`src/hdl/ume_pkg.sv`:
```
// shared types, constants and register codes for the distance conditioner
package ume_pkg;

   localparam int CHANNELS    = 6;
   localparam int CHAN_W      = 4;
   localparam int DIST_W      = 12;
   localparam int CH_IDX_W    = (CHANNELS > 1) ? $clog2(CHANNELS) : 1;
   localparam int STREAK_W    = 4;
   localparam int LIMIT_W     = 4;
   localparam int ALPHA_W     = 9;
   localparam int ALPHA_FULL  = 256;
   localparam int QUEUE_DEPTH = 4;
   localparam int QPTR_W      = $clog2(QUEUE_DEPTH);
   localparam int CSR_IDX_W   = 3;
   localparam int CSR_DATA_W  = 12;

   localparam logic [STREAK_W-1:0] STREAK_MAX = {STREAK_W{1'b1}};

   // register indexes
   localparam logic [CSR_IDX_W-1:0] CSR_MIN_DIST   = 3'd0;
   localparam logic [CSR_IDX_W-1:0] CSR_MAX_NAV    = 3'd1;
   localparam logic [CSR_IDX_W-1:0] CSR_MAX_TANK   = 3'd2;
   localparam logic [CSR_IDX_W-1:0] CSR_TANK_CHAN  = 3'd3;
   localparam logic [CSR_IDX_W-1:0] CSR_INV_LIMIT  = 3'd4;
   localparam logic [CSR_IDX_W-1:0] CSR_ALPHA      = 3'd5;

   // reset values
   localparam logic [DIST_W-1:0]  RST_MIN_DIST  = 12'd32;
   localparam logic [DIST_W-1:0]  RST_MAX_NAV   = 12'd3200;
   localparam logic [DIST_W-1:0]  RST_MAX_TANK  = 12'd1920;
   localparam logic [CHAN_W-1:0]  RST_TANK_CHAN = 4'd3;
   localparam logic [LIMIT_W-1:0] RST_INV_LIMIT = 4'd10;
   localparam logic [ALPHA_W-1:0] RST_ALPHA     = 9'd102;

   typedef struct packed {
      logic [CHAN_W-1:0] channel;
      logic [DIST_W-1:0] raw_dist;
      logic              raw_valid;
   } req_type;

   typedef struct packed {
      logic [CHAN_W-1:0] out_channel;
      logic [DIST_W-1:0] filtered_dist;
      logic              filtered_valid;
      logic              reading_rejected;
   } rsp_type;

   typedef struct packed {
      logic [DIST_W-1:0]  min_valid_dist;
      logic [DIST_W-1:0]  max_nav_dist;
      logic [DIST_W-1:0]  max_tank_dist;
      logic [CHAN_W-1:0]  tank_channel_index;
      logic [LIMIT_W-1:0] invalid_limit;
      logic [ALPHA_W-1:0] alpha_q8;
   } cfg_type;

   typedef struct packed {
      logic              vld;
      logic [DIST_W-1:0] level;
   } hist_type;

   // classified reading handed from front to back
   typedef struct packed {
      logic [CHAN_W-1:0] channel;
      logic              in_range;
      hist_type          cur;
      logic [DIST_W-1:0] hi_bound;
   } item_type;

   typedef struct packed {
      logic full;
      logic empty;
   } qstat_type;

endpackage

```
`src/hdl/ume_front.sv`:
```
// front stage: takes request beats, checks the channel and picks the upper bound
module ume_front (
   input  logic              clock,
   input  logic              reset,
   input  logic              req_valid,
   output logic              req_stall,
   input  ume_pkg::req_type  req_payload,
   input  ume_pkg::cfg_type  cfg,
   input  ume_pkg::qstat_type q_stat,
   output logic              push,
   output ume_pkg::item_type push_item
);

   logic               front_vld_ff, front_vld_in;
   ume_pkg::item_type  front_ff, front_in;
   logic               req_fire;

   assign req_stall = front_vld_ff & q_stat.full;
   assign req_fire  = req_valid & ~req_stall;
   assign push      = front_vld_ff & ~q_stat.full;
   assign push_item = front_ff;

   always_comb begin
      front_vld_in = req_fire | (front_vld_ff & ~push);
      front_in     = front_ff;
      if (req_fire) begin
         front_in.channel   = req_payload.channel;
         front_in.in_range  = {1'b0, req_payload.channel} <
                              (ume_pkg::CHAN_W+1)'(ume_pkg::CHANNELS);
         front_in.cur.vld   = req_payload.raw_valid;
         front_in.cur.level = req_payload.raw_valid ? req_payload.raw_dist
                                                    : '0;
         front_in.hi_bound  = (req_payload.channel == cfg.tank_channel_index)
                              ? cfg.max_tank_dist : cfg.max_nav_dist;
      end
   end

   always_ff @(posedge clock) begin
      if (reset) begin
         front_vld_ff <= 1'b0;
      end else begin
         front_vld_ff <= front_vld_in;
      end
      front_ff <= front_in;
   end

endmodule

```
`src/hdl/ume_queue.sv`:
```
// short fifo of classified readings between front and back
module ume_queue (
   input  logic               clock,
   input  logic               reset,
   input  logic               push,
   input  ume_pkg::item_type  push_item,
   input  logic               pop,
   output ume_pkg::item_type  pop_item,
   output ume_pkg::qstat_type q_stat
);

   ume_pkg::item_type             slot_ff [ume_pkg::QUEUE_DEPTH];
   logic [ume_pkg::QPTR_W-1:0]    wr_ptr_ff, wr_ptr_in;
   logic [ume_pkg::QPTR_W-1:0]    rd_ptr_ff, rd_ptr_in;
   logic [ume_pkg::QPTR_W:0]      count_ff, count_in;

   assign q_stat.full  = count_ff == (ume_pkg::QPTR_W+1)'(ume_pkg::QUEUE_DEPTH);
   assign q_stat.empty = count_ff == '0;
   assign pop_item     = slot_ff[rd_ptr_ff];

   always_comb begin
      wr_ptr_in = push ? wr_ptr_ff + 1'b1 : wr_ptr_ff;
      rd_ptr_in = pop  ? rd_ptr_ff + 1'b1 : rd_ptr_ff;
      count_in  = count_ff;
      if (push && !pop) begin
         count_in = count_ff + 1'b1;
      end else if (pop && !push) begin
         count_in = count_ff - 1'b1;
      end
   end

   always_ff @(posedge clock) begin
      if (reset) begin
         wr_ptr_ff <= '0;
         rd_ptr_ff <= '0;
         count_ff  <= '0;
      end else begin
         wr_ptr_ff <= wr_ptr_in;
         rd_ptr_ff <= rd_ptr_in;
         count_ff  <= count_in;
      end
      if (push) begin
         slot_ff[wr_ptr_ff] <= push_item;
      end
   end

endmodule

```
`src/hdl/ume_back.sv`:
```
// back stage: per-channel median, range check, streak and blend, result register
module ume_back (
   input  logic               clock,
   input  logic               reset,
   input  ume_pkg::cfg_type   cfg,
   input  ume_pkg::qstat_type q_stat,
   input  ume_pkg::item_type  pop_item,
   output logic               pop,
   output logic               rsp_valid,
   input  logic               rsp_stall,
   output ume_pkg::rsp_type   rsp_payload
);

   ume_pkg::hist_type              newer_ff  [ume_pkg::CHANNELS];
   ume_pkg::hist_type              older_ff  [ume_pkg::CHANNELS];
   ume_pkg::hist_type              filt_ff   [ume_pkg::CHANNELS];
   logic [ume_pkg::STREAK_W-1:0]   streak_ff [ume_pkg::CHANNELS];

   logic                           rsp_valid_ff, rsp_valid_in;
   ume_pkg::rsp_type               rsp_ff, rsp_in;

   logic [ume_pkg::CH_IDX_W-1:0]   idx;
   ume_pkg::hist_type              cur, newer, older, filt, med, filt_new;
   logic [ume_pkg::STREAK_W-1:0]   streak, streak_new;
   logic [ume_pkg::DIST_W-1:0]     a, b, c, lo_ab, hi_ab, lo_hc;
   logic                           rejected, write_state;
   logic [ume_pkg::ALPHA_W-1:0]    alpha_sat;
   logic signed [ume_pkg::DIST_W:0]   diff;
   logic signed [ume_pkg::ALPHA_W:0]  alpha_s;
   logic signed [22:0]             prod;
   logic signed [23:0]             blend;

   assign pop         = ~q_stat.empty & (~rsp_valid_ff | ~rsp_stall);
   assign write_state = pop & pop_item.in_range;
   assign idx         = pop_item.channel[ume_pkg::CH_IDX_W-1:0];
   assign rsp_valid   = rsp_valid_ff;
   assign rsp_payload = rsp_ff;

   always_comb begin
      cur    = pop_item.cur;
      newer  = newer_ff[idx];
      older  = older_ff[idx];
      filt   = filt_ff[idx];
      streak = streak_ff[idx];

      // validity-aware median of three
      a     = cur.level;
      b     = newer.level;
      c     = older.level;
      lo_ab = (a < b) ? a : b;
      hi_ab = (a > b) ? a : b;
      lo_hc = (hi_ab < c) ? hi_ab : c;
      med   = '0;
      if (cur.vld && newer.vld && older.vld) begin
         med.vld   = 1'b1;
         med.level = (lo_ab > lo_hc) ? lo_ab : lo_hc;
      end else if (cur.vld) begin
         med = cur;
      end else if (newer.vld) begin
         med = newer;
      end else if (older.vld) begin
         med = older;
      end

      rejected = ~med.vld || (med.level < cfg.min_valid_dist) ||
                 (med.level > pop_item.hi_bound);

      // blend as old + alpha * (new - old), rounded
      alpha_sat = (cfg.alpha_q8 > ume_pkg::ALPHA_W'(ume_pkg::ALPHA_FULL))
                  ? ume_pkg::ALPHA_W'(ume_pkg::ALPHA_FULL) : cfg.alpha_q8;
      alpha_s   = $signed({1'b0, alpha_sat});
      diff      = $signed({1'b0, med.level}) - $signed({1'b0, filt.level});
      prod      = alpha_s * diff;
      blend     = $signed({4'b0, filt.level, 8'b0}) + 24'(prod) + 24'sd128;

      streak_new = streak;
      filt_new   = filt;
      if (rejected) begin
         if (streak != ume_pkg::STREAK_MAX) begin
            streak_new = streak + 1'b1;
         end
         if (streak_new >= cfg.invalid_limit) begin
            filt_new = '0;
         end
      end else begin
         streak_new   = '0;
         filt_new.vld = 1'b1;
         if (!filt.vld) begin
            filt_new.level = med.level;
         end else begin
            filt_new.level = blend[ume_pkg::DIST_W+7:8];
         end
      end

      rsp_valid_in = pop | (rsp_valid_ff & rsp_stall);
      rsp_in       = rsp_ff;
      if (pop) begin
         rsp_in.out_channel = pop_item.channel;
         if (pop_item.in_range) begin
            rsp_in.filtered_dist    = filt_new.vld ? filt_new.level : '0;
            rsp_in.filtered_valid   = filt_new.vld;
            rsp_in.reading_rejected = rejected;
         end else begin
            rsp_in.filtered_dist    = '0;
            rsp_in.filtered_valid   = 1'b0;
            rsp_in.reading_rejected = 1'b1;
         end
      end
   end

   always_ff @(posedge clock) begin
      if (reset) begin
         rsp_valid_ff <= 1'b0;
         for (int i = 0; i < ume_pkg::CHANNELS; i++) begin
            newer_ff[i]  <= '0;
            older_ff[i]  <= '0;
            filt_ff[i]   <= '0;
            streak_ff[i] <= '0;
         end
      end else begin
         rsp_valid_ff <= rsp_valid_in;
         for (int i = 0; i < ume_pkg::CHANNELS; i++) begin
            if (write_state && idx == ume_pkg::CH_IDX_W'(i)) begin
               older_ff[i]  <= newer;
               newer_ff[i]  <= cur;
               filt_ff[i]   <= filt_new;
               streak_ff[i] <= streak_new;
            end
         end
      end
      rsp_ff <= rsp_in;
   end

endmodule

```
`src/hdl/ultrasonic_median_ema_filter.sv`:
```
// top level of the multi-channel distance conditioner
//
// req_ beats carry one probe reading (channel, raw_dist, raw_valid); each
// accepted beat gives exactly one rsp_ beat for the same channel, in order.
// rsp_ reports the filtered distance, its valid flag and whether the
// median of the reading and the two previous readings was rejected.
// csr_ writes one of six registers (bounds, tank channel, reject limit,
// blend weight); write only while no beat is in flight.
// the front register loads at the accept edge, then a queue slot, then the result
// register, which drives rsp_valid.
// throughput: one beat per cycle unless rsp_stall or a full queue holds it;
// each pop reads and writes back its channel's history, streak and filtered value.
// when rsp_stall is high the result register holds its beat; the
// four-entry queue and the front register keep absorbing readings, and
// req_stall rises only once both are full.
// synchronous reset clears all channel history, streaks and filtered
// values, empties the queue and loads the registers with their defaults.
module ultrasonic_median_ema_filter (
   input  logic                             clock,
   input  logic                             reset,
   input  logic                             req_valid,
   output logic                             req_stall,
   input  ume_pkg::req_type                 req_payload,
   output logic                             rsp_valid,
   input  logic                             rsp_stall,
   output ume_pkg::rsp_type                 rsp_payload,
   input  logic                             csr_write,
   input  logic [ume_pkg::CSR_IDX_W-1:0]    csr_index,
   input  logic [ume_pkg::CSR_DATA_W-1:0]   csr_wdata
);

   ume_pkg::cfg_type   cfg_ff, cfg_in;
   ume_pkg::qstat_type q_stat;
   ume_pkg::item_type  push_item, pop_item;
   logic               push, pop;

   always_comb begin
      cfg_in = cfg_ff;
      if (csr_write) begin
         case (csr_index)
            ume_pkg::CSR_MIN_DIST:  cfg_in.min_valid_dist     = csr_wdata;
            ume_pkg::CSR_MAX_NAV:   cfg_in.max_nav_dist       = csr_wdata;
            ume_pkg::CSR_MAX_TANK:  cfg_in.max_tank_dist      = csr_wdata;
            ume_pkg::CSR_TANK_CHAN: cfg_in.tank_channel_index =
                                       csr_wdata[ume_pkg::CHAN_W-1:0];
            ume_pkg::CSR_INV_LIMIT: cfg_in.invalid_limit      =
                                       csr_wdata[ume_pkg::LIMIT_W-1:0];
            ume_pkg::CSR_ALPHA:     cfg_in.alpha_q8           =
                                       csr_wdata[ume_pkg::ALPHA_W-1:0];
            default:                cfg_in = cfg_ff;
         endcase
      end
   end

   always_ff @(posedge clock) begin
      if (reset) begin
         cfg_ff.min_valid_dist     <= ume_pkg::RST_MIN_DIST;
         cfg_ff.max_nav_dist       <= ume_pkg::RST_MAX_NAV;
         cfg_ff.max_tank_dist      <= ume_pkg::RST_MAX_TANK;
         cfg_ff.tank_channel_index <= ume_pkg::RST_TANK_CHAN;
         cfg_ff.invalid_limit      <= ume_pkg::RST_INV_LIMIT;
         cfg_ff.alpha_q8           <= ume_pkg::RST_ALPHA;
      end else begin
         cfg_ff <= cfg_in;
      end
   end

   ume_front u_front (
      .clock       (clock),
      .reset       (reset),
      .req_valid   (req_valid),
      .req_stall   (req_stall),
      .req_payload (req_payload),
      .cfg         (cfg_ff),
      .q_stat      (q_stat),
      .push        (push),
      .push_item   (push_item)
   );

   ume_queue u_queue (
      .clock     (clock),
      .reset     (reset),
      .push      (push),
      .push_item (push_item),
      .pop       (pop),
      .pop_item  (pop_item),
      .q_stat    (q_stat)
   );

   ume_back u_back (
      .clock       (clock),
      .reset       (reset),
      .cfg         (cfg_ff),
      .q_stat      (q_stat),
      .pop_item    (pop_item),
      .pop         (pop),
      .rsp_valid   (rsp_valid),
      .rsp_stall   (rsp_stall),
      .rsp_payload (rsp_payload)
   );

endmodule

```
`config.mk`:
```
export PLATFORM = sky130hd
export DESIGN_NAME = ultrasonic_median_ema_filter
export DESIGN_NICKNAME = d
export VERILOG_FILES = /design/src/hdl/ume_pkg.sv /design/src/hdl/ume_front.sv /design/src/hdl/ume_queue.sv /design/src/hdl/ume_back.sv /design/src/hdl/ultrasonic_median_ema_filter.sv
export SDC_FILE = /design/constraint.sdc
export NUM_CORES = 1
export LEC_CHECK = 0
export ABC_AREA = 1
export BUFFER_PORTS_ARGS = -buffer_cell sky130_fd_sc_hd__buf_2
export CORE_MARGIN = 8
export CORE_UTILIZATION = 55
export CTS_CLUSTER_DIAMETER = 200
export DETAILED_ROUTE_END_ITERATION = 12
export GPL_ROUTABILITY_DRIVEN = 0
export PLACE_DENSITY = 0.71
export SLEW_MARGIN = 30
export SYNTH_ARGS = -nofsm -noshare
export SYNTH_HDL_FRONTEND = slang
export SYNTH_SLANG_ARGS = --single-unit
```
`constraint.sdc`:
```
create_clock -name clock -period 22.7 [get_ports clock]
set_input_delay 2.27 -clock clock [delete_from_list [all_inputs] [get_ports clock]]
set_output_delay 2.27 -clock clock [all_outputs]
set_load 0.02 [all_outputs]
```
======== Word level (Yosys, flattened, before mapping) ========
Memory sizes are Yosys's and may differ from the RTL's. A register that Yosys moved wholly into a read port is not among the register bits.
Index checks and enable logic that the tools add are counted.
storage, ports and cells
  register bits after elaboration ......... 110
  latch bits .............................. 0
  RAM bits ................................ 378
  memory bits (read-only) ................. 0
  input bits .............................. 37
  output and inout port bits .............. 20
  logic and storage cells ................. 188
  memories ................................ 5
memory list
  memory            depth  width  rd ports  clocked after Yosys merged registers in  write ports  RTL line         RTL
  u_queue.slot_ff   4      30     1         1                                        1            ume_queue.sv:12  ume_pkg::item_type slot_ff [ume_pkg::QUEUE_DEPTH];
  u_back.filt_ff    6      13     1         0                                        6            ume_back.sv:16   ume_pkg::hist_type filt_ff [ume_pkg::CHANNELS];
  u_back.newer_ff   6      13     1         0                                        6            ume_back.sv:14   ume_pkg::hist_type newer_ff [ume_pkg::CHANNELS];
  u_back.older_ff   6      13     1         0                                        6            ume_back.sv:15   ume_pkg::hist_type older_ff [ume_pkg::CHANNELS];
  u_back.streak_ff  6      4      1         0                                        6            ume_back.sv:17   logic [ume_pkg::STREAK_W-1:0] streak_ff [ume_pkg::CHANNELS];
cells by class
  add/subtract/negate cells ............... 8
  multipliers ............................. 1
  div/mod/pow operators ................... 0
  $lt $le $gt $ge ......................... 9
  equal/unequal tests ..................... 13
  shift-type cells ........................ 0
  multiplexer cells ....................... 66
  bitwise gates (word level) .............. 41
  reduce and logical (&&, ||, !) cells .... 25
operator list
  cell                     number
  $mux W13                 24
  $mux W12                 6
  $gt A12 B12 Y1           3
  $lt A12 B12 Y1           3
  $mux W4                  9
  $or A1 B1 Y1             27
  $mux W1                  22
  $add A20 B20 Y20         1
  $add A20 B9 Y20 const B  1
  $mul A10 B13 Y20         1
  $eq A3 B3 Y1 const B     5
  $reduce_and A2 Y1        7
  $sub A12 B12 Y13         1
  $eq A3 B2 Y1 const B     4
  $logic_and A1 B1 Y1      10
  $gt A9 B9 Y1 const B     1
  $logic_not A3 Y1         3
  $mux W9                  1
  $and A1 B1 Y1            7
  $not A1 Y1               7
  $eq A3 B1 Y1 const B     2
  $mux W3                  2
  $add A2 B1 Y2 const B    2
  $add A4 B1 Y4 const B    1
  10 further kinds         13

======== Longest topological paths before layout ========
Gate-level depths: netlist of the first run.
An unclocked memory read counts as a cell.
  depth after elaboration ................. 16
  mapped depth ............................ 94

======== Cells and area by module ========
Synthesis of the first run repeated with hierarchy kept, for this count alone.
second synthesis, totals
  cell total of the unflattened synthesis .. 2,982
  area total of the unflattened synthesis .. 27,871.7 um^2
modules (own cells, without submodules)
  module                        instances  cells an instance  area each (um^2)  sequential area each (um^2)
  ume_back                      1          2,204              19,467.4          8,308.0
  ume_queue                     1          349                4,942.2           3,783.6
  ultrasonic_median_ema_filter  1          303                2,144.6           1,061.0
  ume_front                     1          126                1,317.5           920.9

======== Worst setup path before layout of the first run ========
No wires, ideal clock.
  kind .................................... flip-flop to flip-flop
  start point ............................. register with a tool-made name
  end point ............................... memory u_back.filt_ff[4][11] in the netlist's numbering (data pin)
  library setup time ...................... 264 ps
  data arrival time ....................... 13,261 ps
  required time ........................... 22,436 ps
  setup slack ............................. 9,174 ps
  cell stages (with the launch flop) ...... 87
  period minus slack after synthesis ...... 13,526 ps
  path through ............................ dfxtp_1 buf_6 inv_1 nand3_2 nand2_4 buf_6 buf_2 buf_2 buf_1 buf_1 mux2i_1 o21ai_0 clkinv_1 ha_1 a21oi_1 o21a_1 nand3_1 nand2_1 [51 not listed] nand2_1 a21oi_1 nor2_1 inv_1 nand2_1 nand2_1 nand3_1 nand2_1 xor2_1 inv_1 nand2_1 inv_1 nor2_1 inv_1 nand2_1 nand3_1 nand2_2 a21oi_1
RTL lines
  item              RTL line
  end: declaration  ume_back.sv:16

==> impl_metrics.env, run 1 <==
export IMPL_std_cell_rows=81
export IMPL_dp_hpwl_mm=49.84
export IMPL_synth_edff_count=426
export IMPL_worstSetupStartpointType="flip-flop"
export IMPL_grt_pass1_vias=20200
export IMPL_cts_sinks=490
export IMPL_synth_seq_cells=490
export IMPL_io_buffers=56
export IMPL_yosysMostFrequentCell="nand2_1"
export IMPL_worstMarginPinSlew_ns=0.9757
export IMPL_synth_top_cell_area_share_pct=46.82
export IMPL_vias=20570
export IMPL_drive_gt1_share_pct=9.566
export IMPL_cts_setup_buffers=0
export IMPL_path_common_cell="nand2_1"
export IMPL_layout_min_cycle_time_ns=16.92
export IMPL_die_x_um=238.9
export IMPL_ant_nets=0
export IMPL_reg2reg_depth=87
export IMPL_cts_tree="built"
export IMPL_wirelength_mm=72.48
export IMPL_cp_max_fo=61
export IMPL_core_area_um2=48950
export IMPL_async_flop_share_pct=0
export IMPL_required_ns=23.03
export IMPL_cp_end_kind="flip-flop"
export IMPL_ys_types=60
export IMPL_timing_slew_headroom_pct=34.27
export IMPL_routedWlPerCell_um=20.30
export IMPL_drv_cap=0
export IMPL_max_stage_delay_ns=0.66
export IMPL_setup_viol=0
export IMPL_cp_arrival_ns=17.25
export IMPL_synthTopCellsByCount="493 x nand2_1, 466 x nor2_1, 426 x edfxtp_1"
export IMPL_nNetsFinal=3120
export IMPL_clk_pin_slew_ns=0.06
export IMPL_vias_per_cell=5.762
export IMPL_antenna_diode_count=0
export IMPL_r2r_slack_ns=5.78
export IMPL_critical_path_slowest_cell="a2111oi_0"
export IMPL_hold_viol=0
export IMPL_synthFlopType="edfxtp_1"
export IMPL_synth_area_leaders="edfxtp_1 47%, fa_1 7.4%, nand2_1 6.8%"
export IMPL_synth_seq_area_share_pct=51.51
export IMPL_syn_area_per_cell_um2=9.667
export IMPL_setup_tns_ns=0
export IMPL_dieArea_um2=57060
export IMPL_fin_skew_ns=0.03719
export IMPL_grt_pass1_wl_mm=112.3
export IMPL_path_class="flip-flop to flip-flop"
export IMPL_slew_violations=0
export IMPL_cts_buffers=50
export IMPL_clk_latency_ns=0.61
export IMPL_cts_root_buffer_cell="clkbuf_16"
export IMPL_r2r_end="u_back.filt_ff[4][11]"
export IMPL_h_tree_depth=2
export IMPL_syn2layout_area_growth_pct=9.494
export IMPL_track_usage_pct=25.12
export IMPL_pin_count=57
export IMPL_grt_overflow=0
export IMPL_drc=0
export IMPL_crit_path_end="u_back.filt_ff[4][11]"
export IMPL_die_h_um=238.9
export IMPL_worstHoldPathType="flip-flop to flip-flop"
export IMPL_fmax_mhz=59.09
export IMPL_cts_resized_gates=0
export IMPL_synth_area_leader_cell="edfxtp_1"
export IMPL_post_route_period_util_pct=74.56
export IMPL_synthCells=2826
export IMPL_cts_hold_buf=0
export IMPL_rsz0062_at_grt="no"
export IMPL_clk_path_buf_depth=3
export IMPL_start_util_pct=55.81
export IMPL_drt_iter0_drc=2239
export IMPL_firstDrtPassIters=8
export IMPL_syn_nets=3078
export IMPL_run_status="finished, final reports clean"
export IMPL_grt_max_degree=67
export IMPL_antenna_found_initial=0
export IMPL_syn_area_um2=27320
export IMPL_yosysWarnings=0
## stage by stage
step / utilization [%] / area [um2] / hold WS, ns / cells / setup slack (ns)
floorplan: - / 27320 / 0.4245 / 2826 / 9.174
global placement: 57.99 / 28390 / 0.4345 / 3479 / 6.735
detailed placement: 57.99 / 28390 / 0.4424 / 3479 / 6.089
CTS: 61.09 / 29910 / 0.4506 / 3569 / 6.027
global route: 61.11 / 29910 / 0.4734 / 3570 / 4.258
finish: 61.11 / 29910 / 0.4480 / 3570 / 5.775
## routing by layer
metal	vias to the layer above	part of all wire (%)	GRT usage, %
met5	-	0	0
met4	0	3.5	9.062
met3	182	9.5	4.864
met2	993	46	40.10
met1	9873	41	34.05
li1	9522	-	-
## layout by cell type, fill, tap and decap left out, types with 12 or more instances in the layout
cell type and n:
edfxtp_1 426, fa_1 101, buf_4 43, a22oi_1 37, inv_1 352, a21oi_1 100, xor2_1 15, o21ai_0 148
nor2_1 462, nand2_1 492, nand4_1 23, mux2i_1 18, ha_1 114, clkbuf_16 51, nand3_1 103, clkinv_1 27
xnor2_1 13, or2_2 35, o211ai_1 23, nand2_2 16, a31oi_1 18, buf_2 56, o22ai_1 12, dfxtp_1 63
## final cells by class
type	count	area, um2
flip-flops and latches	490	14070
inverters	375	1408
clock inverters	29	203.9
fillers	4000	19040
well taps	664	830.8
multi-input cells	1852	11480
repair buffers	99	603.1
clock buffers	61	1314
## registers in the layout, indices dropped and copies added, names as in the netlist, 2 cells and up, named ones only
signal,flops
u_queue.slot_ff,120
u_back.filt_ff,78
u_back.newer_ff,78
u_back.older_ff,78
cfg_ff,53
u_front.push_item,30
u_back.streak_ff,24
u_back.rsp_payload,18
u_queue.count_ff,3
u_queue.rd_ptr_ff,2
u_queue.wr_ptr_ff,2
## critical path: cells and delay by family, from the launching register on
family,cells,cell delay [ns]
xor+xnor,2,0.51
fa+ha+maj,11,4.36
buf+inv,21,3.13
compound gates,16,3.36
flops,1,0.31
simple gates,37,4.96
## how the worst min path moves through the flow
| stage | endpoint | slack, ns | cells past startpoint | startpoint |
|---|---|---|---|---|
| floorplan | cfg_ff[17] | 0.42 | 2 | cfg_ff[17] |
| global placement | cfg_ff[20] | 0.43 | 2 | cfg_ff[20] |
| detailed placement | cfg_ff[18] | 0.44 | 2 | cfg_ff[18] |
| CTS | cfg_ff[18] | 0.45 | 2 | cfg_ff[18] |
| global route | cfg_ff[20] | 0.47 | 2 | cfg_ff[20] |
| finish | cfg_ff[21] | 0.45 | 2 | cfg_ff[21] |
## logic make-up (layout without fill, tap and decap cells)
logic type               after synthesis  after routing  share of synthesized area (%)
AND/OR/NAND/NOR                     1170           1170                          17.86
adder cells (fa/ha/maj)              215            215                          12.62
buffers and inverters                484            564                          6.851
XOR/XNOR                              29             29                         0.9572
multiplexers                          19             19                         0.7007
flip-flops                           490            490                          51.51
AO/OA/AOI/OAI                        419            419                          9.494
Power of run 1 is not shown: default switching activity piles up to over one toggle a cycle in this logic, so the estimate is an artifact.
==> inputs of run 2 (changes only) <==
Settings changed: PLACE_DENSITY 0.71 to 0.74.
Clock period 22.7 ns to 14.6 ns, I/O delays scaled along.
==> run 2 against run 1 <==
Net effect:
- die area did not move
- via count rose by 3.1%
- sequential share of layout area fell by 1.1 points
- setup slack got worse by 4.9 ns
- fmax rose by 23%
- worst hold slack improved by 0.0087 ns
- count of clock-buffer cells in the layout rose by 3
- first-iteration DRC count rose by 2.5%
- highest routed layer unchanged
==> impl_metrics.env, run 2 (synthesized netlist as in run 1, its figures left out) <==
export IMPL_run_status="finished, final reports clean"
export IMPL_std_cell_rows=81
export IMPL_h_tree_depth=2
export IMPL_cts_sinks=490
export IMPL_hold_viol=0
export IMPL_slew_violations=0
export IMPL_path_common_cell="nand2_1"
export IMPL_worstSetupStartpointType="flip-flop"
export IMPL_grt_pass1_vias=21030
export IMPL_die_x_um=238.9
export IMPL_cts_tree="built"
export IMPL_cp_max_fo=19
export IMPL_syn2layout_area_growth_pct=12.23
export IMPL_path_delay_family="adder cells"
export IMPL_cts_root_buffer_cell="clkbuf_16"
export IMPL_clk_pin_slew_ns=0.06
export IMPL_r2r_slack_ns=0.84
export IMPL_cp_arrival_ns=14.08
export IMPL_firstDrtPassIters=7
export IMPL_cts_buffers=50
export IMPL_antenna_found_initial=0
export IMPL_grt_overflow=0
export IMPL_drv_cap=0
export IMPL_vias_per_cell=5.857
export IMPL_pin_count=57
export IMPL_dp_cells=3508
export IMPL_required_ns=14.92
export IMPL_dieArea_um2=57060
export IMPL_dp_hpwl_mm=50.88
export IMPL_core_area_um2=48950
export IMPL_grt_pass1_wl_mm=112.6
export IMPL_worstHoldPathType="flip-flop to flip-flop"
export IMPL_vias=21210
export IMPL_drive_gt1_share_pct=11.97
export IMPL_final_common_cell="nand2_1"
export IMPL_clk_latency_ns=0.60
export IMPL_antenna_diode_count=0
export IMPL_cts_hold_buf=0
export IMPL_largest_reg_flops=120
export IMPL_ant_nets=0
export IMPL_grt_max_degree=59
export IMPL_wirelength_mm=72.56
export IMPL_worstMarginPinSlew_ns=0.9454
export IMPL_drt_iter0_drc=2295
export IMPL_layout_common_cells="492 x nand2_1, 460 x nor2_1, 426 x edfxtp_1"
export IMPL_critPathBufInv=21
export IMPL_die_h_um=238.9
export IMPL_path_class="flip-flop to flip-flop"
export IMPL_critical_path_slowest_cell="fa_1"
export IMPL_finalNonFillerCells=3621
export IMPL_fin_skew_ns=0.03889
export IMPL_drc=0
export IMPL_nNetsFinal=3172
export IMPL_layout_min_cycle_time_ns=13.76
export IMPL_hold_slack_ns=0.4567
export IMPL_largest_register="u_queue.slot_ff"
export IMPL_start_util_pct=55.81
export IMPL_post_route_period_util_pct=94.23
export IMPL_post_route_util_pct=62.64
export IMPL_max_stage_delay_ns=0.53
export IMPL_io_buffers=56
export IMPL_clk_path_buf_depth=3
export IMPL_setup_viol=0
export IMPL_fmax_mhz=72.69
export IMPL_track_usage_pct=24.99
export IMPL_cp_end_kind="flip-flop"
export IMPL_n_fill_cell=3849
export IMPL_routedWlPerCell_um=20.04
export IMPL_timing_slew_headroom_pct=36.74
==> run 2: worst paths after layout <==
path	endpoint	startpoint	cells after the start
max	u_back.filt_ff[1][11]	flip-flop	88
min	cfg_ff[17]	cfg_ff[17]	2
max reg2reg	u_back.filt_ff[1][11]	flip-flop	88
min reg2reg	cfg_ff[17]	cfg_ff[17]	2
==> run 2: cell type report <==
cell class / count / area, um2 / area share, %
Clock buffer: 64 / 1335 / 4.354
Clock inverter: 25 / 280.3 / 0.9141
Inverter: 375 / 1420 / 4.632
Multi-Input combinational cell: 1852 / 11620 / 37.90
Sequential cell: 490 / 14080 / 45.92
Tap cell: 664 / 830.8 / 2.710
Timing Repair Buffer: 150 / 1089 / 3.550
Timing Repair inverter: 1 / 7.507 / 0.02448
==> run 2: timing repair <==
action                                  CTS  global route
pin swaps                                 0             8
gates resized for setup                   2            70
gates cloned                              0             3
setup buffers                             0            20
endpoints found under the setup margin   15            84
==> run 2: worst register-to-register path, delay by kind of cell (launching register included) <==
kind	cells	cell delay, ns
adder cells (fa/ha/maj)	11	4.30
flip-flops	1	0.37
buffers and inverters	21	1.97
AO/OA/AOI/OAI	14	2.16
AND/OR/NAND/NOR	40	4.28
XOR/XNOR	2	0.44
==> run 2: metrics by stage <==
step / instance area (um2) / setup TNS [ns] / setup slack (ns)
CTS: 30220 / 0 / 0.008292
floorplan: 27320 / 0 / 1.074
finish: 30660 / 0 / 0.8420
global route: 30660 / -1.683 / -0.1913
global placement: 28600 / 0 / 0.3232
detailed placement: 28600 / -1.491 / -0.1562
==> run 2: routing by layer <==
| layer | track usage, % | vias up | routed length [um] |
|---|---|---|---|
| met1 | 32.34 | 10170 | 28080 |
| li1 | - | 9622 | - |
| met5 | 0 | - | 0 |
| met2 | 41.05 | 1188 | 34280 |
| met3 | 5.083 | 224 | 7563 |
| met4 | 9.955 | 0 | 2631 |
Power of run 2 is left out for the same reason.
